## src/design/gjsc_pkg.sv

```systemverilog
// Package: shared constants, signature strings and result type for the signature checker.
`timescale 1ns / 1ps
`default_nettype none
package gjsc_pkg;

  localparam int WindowDepth  = 22;
  localparam int PatCount     = 4;
  localparam int PatMaxLen    = WindowDepth + 1;

  localparam logic [7:0] MarkPrefix = 8'hFF;
  localparam logic [7:0] MarkSoi    = 8'hD8;

  // Strings are right-aligned: the final character sits in bits [7:0]
  localparam logic [8*PatMaxLen-1:0] PatText [PatCount] = '{
    (8*PatMaxLen)'("hdrgm:Version=\"1.0\""),
    (8*PatMaxLen)'("Item:Semantic=\"GainMap\""),
    (8*PatMaxLen)'("MPF"),
    (8*PatMaxLen)'({"ICC_", "PROFILE"})
  };

  localparam int PatLen [PatCount] = '{19, 23, 3, 11};

  localparam int PatVersion = 0;
  localparam int PatGainMap = 1;
  localparam int PatMpf     = 2;
  localparam int PatIcc     = 3;

  typedef struct packed {
    logic stream_valid;
    logic starts_with_soi;
    logic found_version_tag;
    logic found_gainmap_item;
    logic found_mpf;
    logic found_icc;
    logic two_soi_seen;
  } result_t;

endpackage
`default_nettype wire

```

## src/design/gjsc_if.sv

```systemverilog
// Interfaces: byte input channel and result output channel.
`timescale 1ns / 1ps
`default_nettype none
interface gjsc_in_if;
  logic       valid;
  logic       ready;
  logic [7:0] data_byte;
  logic       last_byte;

  modport source (output valid, output data_byte, output last_byte, input ready);
  modport sink (input valid, input data_byte, input last_byte, output ready);
endinterface

interface gjsc_out_if;
  logic valid;
  logic ready;
  logic stream_valid;
  logic starts_with_soi;
  logic found_version_tag;
  logic found_gainmap_item;
  logic found_mpf;
  logic found_icc;
  logic two_soi_seen;

  modport source (
    output valid, output stream_valid, output starts_with_soi, output found_version_tag,
    output found_gainmap_item, output found_mpf, output found_icc, output two_soi_seen,
    input ready
  );
  modport sink (
    input valid, input stream_valid, input starts_with_soi, input found_version_tag,
    input found_gainmap_item, input found_mpf, input found_icc, input two_soi_seen,
    output ready
  );
endinterface
`default_nettype wire

```

## src/design/gjsc_cell.sv

```systemverilog
// Window cell: holds one past byte, passes it on, and compares it with each signature.
`timescale 1ns / 1ps
`default_nettype none
module gjsc_cell #(
  parameter int Index = 0
) (
  input  wire logic                           clk,
  input  wire logic                           rst,
  input  wire logic                           shift,
  input  wire logic                           clear,
  input  wire logic [7:0]                     din,
  output logic      [7:0]                     dout,
  output logic      [gjsc_pkg::PatCount-1:0]  match
);

  logic [7:0] held;

  always_ff @(posedge clk) begin
    if (rst || clear) begin
      held <= 8'h00;
    end else if (shift) begin
      held <= din;
    end
  end

  assign dout = held;

  // A signature shorter than this position does not look at this cell
  always_comb begin
    for (int p = 0; p < gjsc_pkg::PatCount; p++) begin
      if (Index + 1 >= gjsc_pkg::PatLen[p]) begin
        match[p] = 1'b1;
      end else begin
        match[p] = (held == gjsc_pkg::PatText[p][8*(Index+1) +: 8]);
      end
    end
  end

endmodule
`default_nettype wire

```

## src/design/gjsc_tracker.sv

```systemverilog
// Stream tracker: length count, start check, signature flags and SOI pair count.
`timescale 1ns / 1ps
`default_nettype none
module gjsc_tracker (
  input  wire logic                           clk,
  input  wire logic                           rst,
  input  wire logic                           accept,
  input  wire logic                           last,
  input  wire logic                           pair,
  input  wire logic [gjsc_pkg::PatCount-1:0]  hit,
  output gjsc_pkg::result_t                   result
);

  logic [2:0]                    bytes_seen;
  logic                          start_ok;
  logic [gjsc_pkg::PatCount-1:0] pattern_found;
  logic [1:0]                    soi_pairs;

  logic                          start_ok_next;
  logic [gjsc_pkg::PatCount-1:0] pattern_found_next;
  logic [1:0]                    soi_pairs_next;
  logic [2:0]                    bytes_seen_next;
  logic                          soi;
  logic                          two;

  always_comb begin
    start_ok_next      = start_ok | (pair && (bytes_seen == 3'd1));
    pattern_found_next = pattern_found | hit;
    soi_pairs_next     = (pair && (soi_pairs < 2'd2)) ? soi_pairs + 2'd1 : soi_pairs;
    bytes_seen_next    = (bytes_seen < 3'd4) ? bytes_seen + 3'd1 : bytes_seen;
  end

  always_comb begin
    soi = start_ok_next && (bytes_seen >= 3'd3);
    two = (soi_pairs_next >= 2'd2);
    result.starts_with_soi    = soi;
    result.found_version_tag  = pattern_found_next[gjsc_pkg::PatVersion];
    result.found_gainmap_item = pattern_found_next[gjsc_pkg::PatGainMap];
    result.found_mpf          = pattern_found_next[gjsc_pkg::PatMpf];
    result.found_icc          = pattern_found_next[gjsc_pkg::PatIcc];
    result.two_soi_seen       = two;
    result.stream_valid       = soi && (&pattern_found_next) && two;
  end

  // Drop all stream state after the last byte
  always_ff @(posedge clk) begin
    if (rst || (accept && last)) begin
      bytes_seen    <= 3'd0;
      start_ok      <= 1'b0;
      pattern_found <= '0;
      soi_pairs     <= 2'd0;
    end else if (accept) begin
      bytes_seen    <= bytes_seen_next;
      start_ok      <= start_ok_next;
      pattern_found <= pattern_found_next;
      soi_pairs     <= soi_pairs_next;
    end
  end

endmodule
`default_nettype wire

```

## src/design/gainmap_jpeg_signature_check_core.sv

```systemverilog
// Top level: gain-map JPEG signature checker built from a row of window cells.
// Takes one byte of a stream per cycle, with the final byte marked by last_byte, and
// returns one result item per stream, in the cycle after the final byte is taken:
// the overall verdict and the flags for the SOI start, the four signature strings and
// a second FF D8 pair. The 22 window cells compare their
// held byte against all signatures in parallel while the row shifts. The result
// register frees as it is taken, so input stalls only while a result waits unread.
`timescale 1ns / 1ps
`default_nettype none
module gainmap_jpeg_signature_check_core (
  input wire logic   clk,
  input wire logic   rst,
  gjsc_in_if.sink    byte_in,
  gjsc_out_if.source result_out
);

  localparam int Depth = gjsc_pkg::WindowDepth;
  localparam int Pats  = gjsc_pkg::PatCount;

  logic [7:0]      win   [Depth];
  logic [Pats-1:0] cmatch [Depth];
  logic            accept;
  logic            shift;
  logic            clear;
  logic            pair;
  logic [Pats-1:0] hit;
  logic            out_valid;
  gjsc_pkg::result_t result;
  gjsc_pkg::result_t out_data;

  assign byte_in.ready = !out_valid || result_out.ready;
  assign accept        = byte_in.valid && byte_in.ready;
  assign shift         = accept && !byte_in.last_byte;
  assign clear         = accept && byte_in.last_byte;

  for (genvar k = 0; k < Depth; k++) begin : g_cell
    logic [7:0] cell_in;
    if (k == 0) begin : g_head
      assign cell_in = byte_in.data_byte;
    end else begin : g_body
      assign cell_in = win[k-1];
    end
    gjsc_cell #(
      .Index(k)
    ) u_cell (
      .clk  (clk),
      .rst  (rst),
      .shift(shift),
      .clear(clear),
      .din  (cell_in),
      .dout (win[k]),
      .match(cmatch[k])
    );
  end

  // A signature ends on the current byte when its last character matches
  // and every cell it covers agrees
  always_comb begin
    for (int p = 0; p < Pats; p++) begin
      hit[p] = (byte_in.data_byte == gjsc_pkg::PatText[p][7:0]);
    end
    for (int k = 0; k < Depth; k++) begin
      hit = hit & cmatch[k];
    end
  end

  assign pair = (win[0] == gjsc_pkg::MarkPrefix) && (byte_in.data_byte == gjsc_pkg::MarkSoi);

  gjsc_tracker u_tracker (
    .clk   (clk),
    .rst   (rst),
    .accept(accept),
    .last  (byte_in.last_byte),
    .pair  (pair),
    .hit   (hit),
    .result(result)
  );

  always_ff @(posedge clk) begin
    if (rst) begin
      out_valid <= 1'b0;
    end else if (clear) begin
      out_valid <= 1'b1;
    end else if (result_out.ready) begin
      out_valid <= 1'b0;
    end
  end

  always_ff @(posedge clk) begin
    if (clear) begin
      out_data <= result;
    end
  end

  assign result_out.valid              = out_valid;
  assign result_out.stream_valid       = out_data.stream_valid;
  assign result_out.starts_with_soi    = out_data.starts_with_soi;
  assign result_out.found_version_tag  = out_data.found_version_tag;
  assign result_out.found_gainmap_item = out_data.found_gainmap_item;
  assign result_out.found_mpf          = out_data.found_mpf;
  assign result_out.found_icc          = out_data.found_icc;
  assign result_out.two_soi_seen       = out_data.two_soi_seen;

endmodule
`default_nettype wire

```

## src/flat_wrapper.sv

```systemverilog
// flat-port wrapper written by rule: the top's interface ports become plain ports
module gainmap_jpeg_signature_check_core_flat 
  (clk, rst, byte_in_valid, byte_in_data_byte, byte_in_last_byte, byte_in_ready, result_out_valid, result_out_stream_valid, result_out_starts_with_soi, result_out_found_version_tag, result_out_found_gainmap_item, result_out_found_mpf, result_out_found_icc, result_out_two_soi_seen, result_out_ready);
  gjsc_in_if byte_in_i ();
  gjsc_out_if result_out_i ();
  input wire logic clk;
  input wire logic rst;
  input wire logic [$bits(byte_in_i.valid)-1:0] byte_in_valid;
  input wire logic [$bits(byte_in_i.data_byte)-1:0] byte_in_data_byte;
  input wire logic [$bits(byte_in_i.last_byte)-1:0] byte_in_last_byte;
  output wire logic [$bits(byte_in_i.ready)-1:0] byte_in_ready;
  output wire logic [$bits(result_out_i.valid)-1:0] result_out_valid;
  output wire logic [$bits(result_out_i.stream_valid)-1:0] result_out_stream_valid;
  output wire logic [$bits(result_out_i.starts_with_soi)-1:0] result_out_starts_with_soi;
  output wire logic [$bits(result_out_i.found_version_tag)-1:0] result_out_found_version_tag;
  output wire logic [$bits(result_out_i.found_gainmap_item)-1:0] result_out_found_gainmap_item;
  output wire logic [$bits(result_out_i.found_mpf)-1:0] result_out_found_mpf;
  output wire logic [$bits(result_out_i.found_icc)-1:0] result_out_found_icc;
  output wire logic [$bits(result_out_i.two_soi_seen)-1:0] result_out_two_soi_seen;
  input wire logic [$bits(result_out_i.ready)-1:0] result_out_ready;
  assign byte_in_i.valid = byte_in_valid;
  assign byte_in_i.data_byte = byte_in_data_byte;
  assign byte_in_i.last_byte = byte_in_last_byte;
  assign byte_in_ready = byte_in_i.ready;
  assign result_out_valid = result_out_i.valid;
  assign result_out_stream_valid = result_out_i.stream_valid;
  assign result_out_starts_with_soi = result_out_i.starts_with_soi;
  assign result_out_found_version_tag = result_out_i.found_version_tag;
  assign result_out_found_gainmap_item = result_out_i.found_gainmap_item;
  assign result_out_found_mpf = result_out_i.found_mpf;
  assign result_out_found_icc = result_out_i.found_icc;
  assign result_out_two_soi_seen = result_out_i.two_soi_seen;
  assign result_out_i.ready = result_out_ready;
  gainmap_jpeg_signature_check_core u_core (.clk(clk), .rst(rst), .byte_in(byte_in_i), .result_out(result_out_i));
endmodule
```

## config.mk

```make
export PLATFORM = sky130hd
export DESIGN_NAME = gainmap_jpeg_signature_check_core_flat
export DESIGN_NICKNAME = d
export VERILOG_FILES = /design/src/design/gjsc_pkg.sv /design/src/design/gjsc_if.sv /design/src/design/gjsc_cell.sv /design/src/design/gjsc_tracker.sv /design/src/design/gainmap_jpeg_signature_check_core.sv /design/src/flat_wrapper.sv
export SDC_FILE = /design/constraint.sdc
export NUM_CORES = 1
export LEC_CHECK = 0
export BUFFER_PORTS_ARGS = -buffer_cell sky130_fd_sc_hd__buf_2
export CAP_MARGIN = 40
export CORE_MARGIN = 1
export CORE_UTILIZATION = 55
export DETAILED_ROUTE_END_ITERATION = 10
export PLACE_DENSITY = 0.79
export SETUP_SLACK_MARGIN = 0.2
export SLEW_MARGIN = 40
export SYNTH_ARGS = -nofsm -noshare
export SYNTH_HDL_FRONTEND = slang
export SYNTH_SLANG_ARGS = --single-unit
```

## constraint.sdc

```tcl
create_clock -name clk -period 5.3 [get_ports clk]
set_input_delay 0.265 -clock clk [delete_from_list [all_inputs] [get_ports clk]]
set_output_delay 0.265 -clock clk [all_outputs]
set_load 0.05 [all_outputs]
```

==> flow_metrics.env <==
export IMPL_cap_violations=0
export IMPL_hpwlAfterDp_mm=12.6
export IMPL_die_w_um=124
export IMPL_grt_total_usage=0.270
export IMPL_yosys_area_top_type="dfxtp_1"
export IMPL_met1_length_mm=9.31
export IMPL_row_count=44
export IMPL_synth_ff_type="dfxtp_1"
export IMPL_power_density_nw_per_um2=330
export IMPL_rsz0062_at_grt="false"
export IMPL_cp_slowest_stage_delay_ns=0.51
export IMPL_slew_violations=0
export IMPL_slowest_stage="or4b_1"
export IMPL_startpoint_type="flip-flop"
export IMPL_post_drt_via_cell_ratio=6.16
export IMPL_fp_dieH_um=124
export IMPL_p_total_mw=2.95
export IMPL_fin_crit_sh=0.447
export IMPL_fin_tns_setup_ns=0
export IMPL_ant_nets=0
export IMPL_grt_pass1_wl_mm=33.6
export IMPL_r2r_start="u_core.g_cell[5].u_cell.dout[4]"
export IMPL_overflow=0
export IMPL_clockRootBuffer="clkbuf_16"
export IMPL_detail_route_wl_per_cell_um=18.3
export IMPL_vias=6889
export IMPL_synth_area_leaders="dfxtp_1 (45%), nand3b_1 (16%), a21oi_1 (11%)"
export IMPL_synth_cells=954
export IMPL_rr_endpoint="u_core.result_out.stream_valid"
export IMPL_drc=0
export IMPL_synth_edf_count=7
export IMPL_antenna_found_initial=0
export IMPL_htreeDepth=4
export IMPL_num_antenna_cells=0
export IMPL_start_util=0.564
export IMPL_critPathArrivalTime_ns=2.68
export IMPL_hold_path_depth=3
export IMPL_p_leak_nw=2.75
export IMPL_synth_top_area_frac=0.455
export IMPL_dieArea_um2=15500
export IMPL_tightest_slew_ns=0.782
export IMPL_routed_wl_mm=20.5
export IMPL_cts_clk_slew_worst_paths_ns=0.07
export IMPL_relSlewSlack=0.479
export IMPL_holdPathEnd="u_core.g_cell[0].u_cell.dout[1]"
export IMPL_dpl_cell_count=1087
export IMPL_regArea_um2=3950
export IMPL_met2_length_mm=9.39
export IMPL_outcome="finished clean"
export IMPL_cp_cell_sequence="or4b_1 -> nor4_1 -> nand4_1 -> or4_4 -> o21bai_4 -> and4_1"
export IMPL_num_io_pins=22
export IMPL_grt_max_degree=116
export IMPL_post_cts_resized=0
export IMPL_critPathCaptureType="flip-flop"
export IMPL_cp_max_fo=4
export IMPL_avgSynthCellArea_um2=8.63
export IMPL_crit_buf_inv=0
export IMPL_vdd_ir_drop_max_mv=0.221
export IMPL_ys_top_cells_by_count="dfxtp_1 (187), nand2_1 (183), a21oi_1 (179)"
export IMPL_yosys_warnings=0
export IMPL_port_buffers=21
export IMPL_synth_seq_cells=194
export IMPL_final_nets=938
export IMPL_hold_violations=0
export IMPL_first_pass_iters=8
export IMPL_finalCriticalPeriod_ns=2.37
export IMPL_r2r_worst_path_cells=6
export IMPL_post_cts_setup_buffer_count=0
export IMPL_skew_ns=0.00611
export IMPL_netlist_area_um2=8230
export IMPL_setup_viol=0
export IMPL_worstSetupPathType="reg -> reg"
export IMPL_dr_wl_met3_mm=1.29
export IMPL_hold_buffers=0
export IMPL_stdcell_count=1119
export IMPL_clk_latency_ns=0.44
export IMPL_cts_sinks=194
export IMPL_fill_cells=1266
export IMPL_crit_required_ns=5.61
export IMPL_syn_to_final_growth_pct=8.56
export IMPL_multiInputGateArea_um2=3990
export IMPL_fin_util=0.613
export IMPL_cts_buffers=17
export IMPL_async_flop_share=0
export IMPL_reg2reg_slack_ns=2.93
export IMPL_drtIter0Drc=821
export IMPL_synth_nets=970
export IMPL_synth_most_common_cell="dfxtp_1"
export IMPL_clockBufferDepth=2
export IMPL_ys_types=44
export IMPL_cts_tree="built"
export IMPL_max_freq_mhz=422
export IMPL_crit_family="simple AND/OR/NAND/NOR gates"
export IMPL_grt_pass1_vias=6328
export IMPL_hold_start="byte_in_data_byte[1]"
export IMPL_seq_area_frac_synth=0.480
export IMPL_top_layer_used="met4"
export IMPL_hold_class="in -> reg"
export IMPL_drive_gt1_frac=0.0695
export IMPL_place_gp_congestion=0.915
export IMPL_core_area_um2=14600
final cells by class:
| cell class | instances | area share |
|---|---|---|
| Sequential cell | 194 | 0.442 |
| Multi-Input combinational cell | 679 | 0.446 |
| Inverter | 3 | 0.00126 |
| Tap cell | 184 | 0.0258 |
| Clock buffer | 21 | 0.0515 |
| Clock inverter | 11 | 0.0151 |
| Timing Repair Buffer | 27 | 0.0181 |
report_power, final:
| group | internal [mW] | switching (mW) |
|---|---|---|
| clock network | 0.762 | 0.550 |
| logic | 0.0393 | 0.116 |
| registers | 1.47 | 0.00713 |
per-layer routing:
layer  vias up  track usage
met5         -            0
met4         0       0.0992
met3        33       0.0623
met2       227        0.404
met1      3314        0.378
li1       3315            -
state kept, by name, summed over array words and instances, names as in the netlist, 2 cells and up:
signal                          flops
u_core.g_cell.u_cell.dout         176
u_core.u_tracker.bytes_seen         3
u_core.u_tracker.pattern_found      4
u_core.u_tracker.soi_pairs          2
layout by cell type, fill, tap and decap left out, types with 8 or more instances in the layout:
cell | Yosys | final
a21oi_1 | 179 | 179
and4b_1 | 8 | 8
buf_2 | 0 | 19
clkbuf_16 | 0 | 17
dfxtp_1 | 187 | 187
nand2_1 | 183 | 182
nand3b_1 | 178 | 178
nand4_1 | 19 | 19
nor2_1 | 18 | 18
nor4_1 | 12 | 12
nor4b_1 | 13 | 13
nor4bb_1 | 12 | 12
kinds of logic after synthesis:
kind of cell / after synthesis / synth area share
and+or+nand+nor: 482 / 0.352
buffers and inverters: 81 / 0.0369
AOI/OAI and AO/OA: 192 / 0.125
adders and majority gates: 3 / 0.00456
xor gates and xnor gates: 2 / 0.00213
DFF: 194 / 0.480
tightest hold or removal path, delay by kind of cell:
kind                   cells  cell delay (ns)
AOI/OAI and AO/OA          1             0.06
buffers and inverters      1             0.11
and+or+nand+nor            1             0.07
worst max-delay path by stage:
stage	depth (start not counted)	end	startpoint	slack [ns]
5_1_grt	5	u_core.g_cell[4].u_cell.dout[1]	u_core.result_out.valid	2.87
3_5_place_dp	6	u_core.result_out.stream_valid	u_core.g_cell[5].u_cell.dout[4]	2.98
2_1_floorplan	7	u_core.u_tracker.bytes_seen[1]	u_core.result_out.valid	3.01
3_3_place_gp	6	u_core.g_cell[7].u_cell.dout[2]	result_out_ready	3.01
4_1_cts	6	u_core.result_out.stream_valid	u_core.g_cell[5].u_cell.dout[4]	2.96
6_report	6	u_core.result_out.stream_valid	u_core.g_cell[5].u_cell.dout[4]	2.93
per-stage QoR:
stage	cell area [um^2]	worst slack, ns	hold WS, ns
2_1_floorplan	8230	3.01	0.427
3_3_place_gp	8340	3.01	0.437
3_5_place_dp	8340	2.98	0.447
4_1_cts	8930	2.96	0.109
5_1_grt	8940	2.87	0.116
6_report	8940	2.93	0.120
Note: power is estimated with default switching activity, not from simulation.
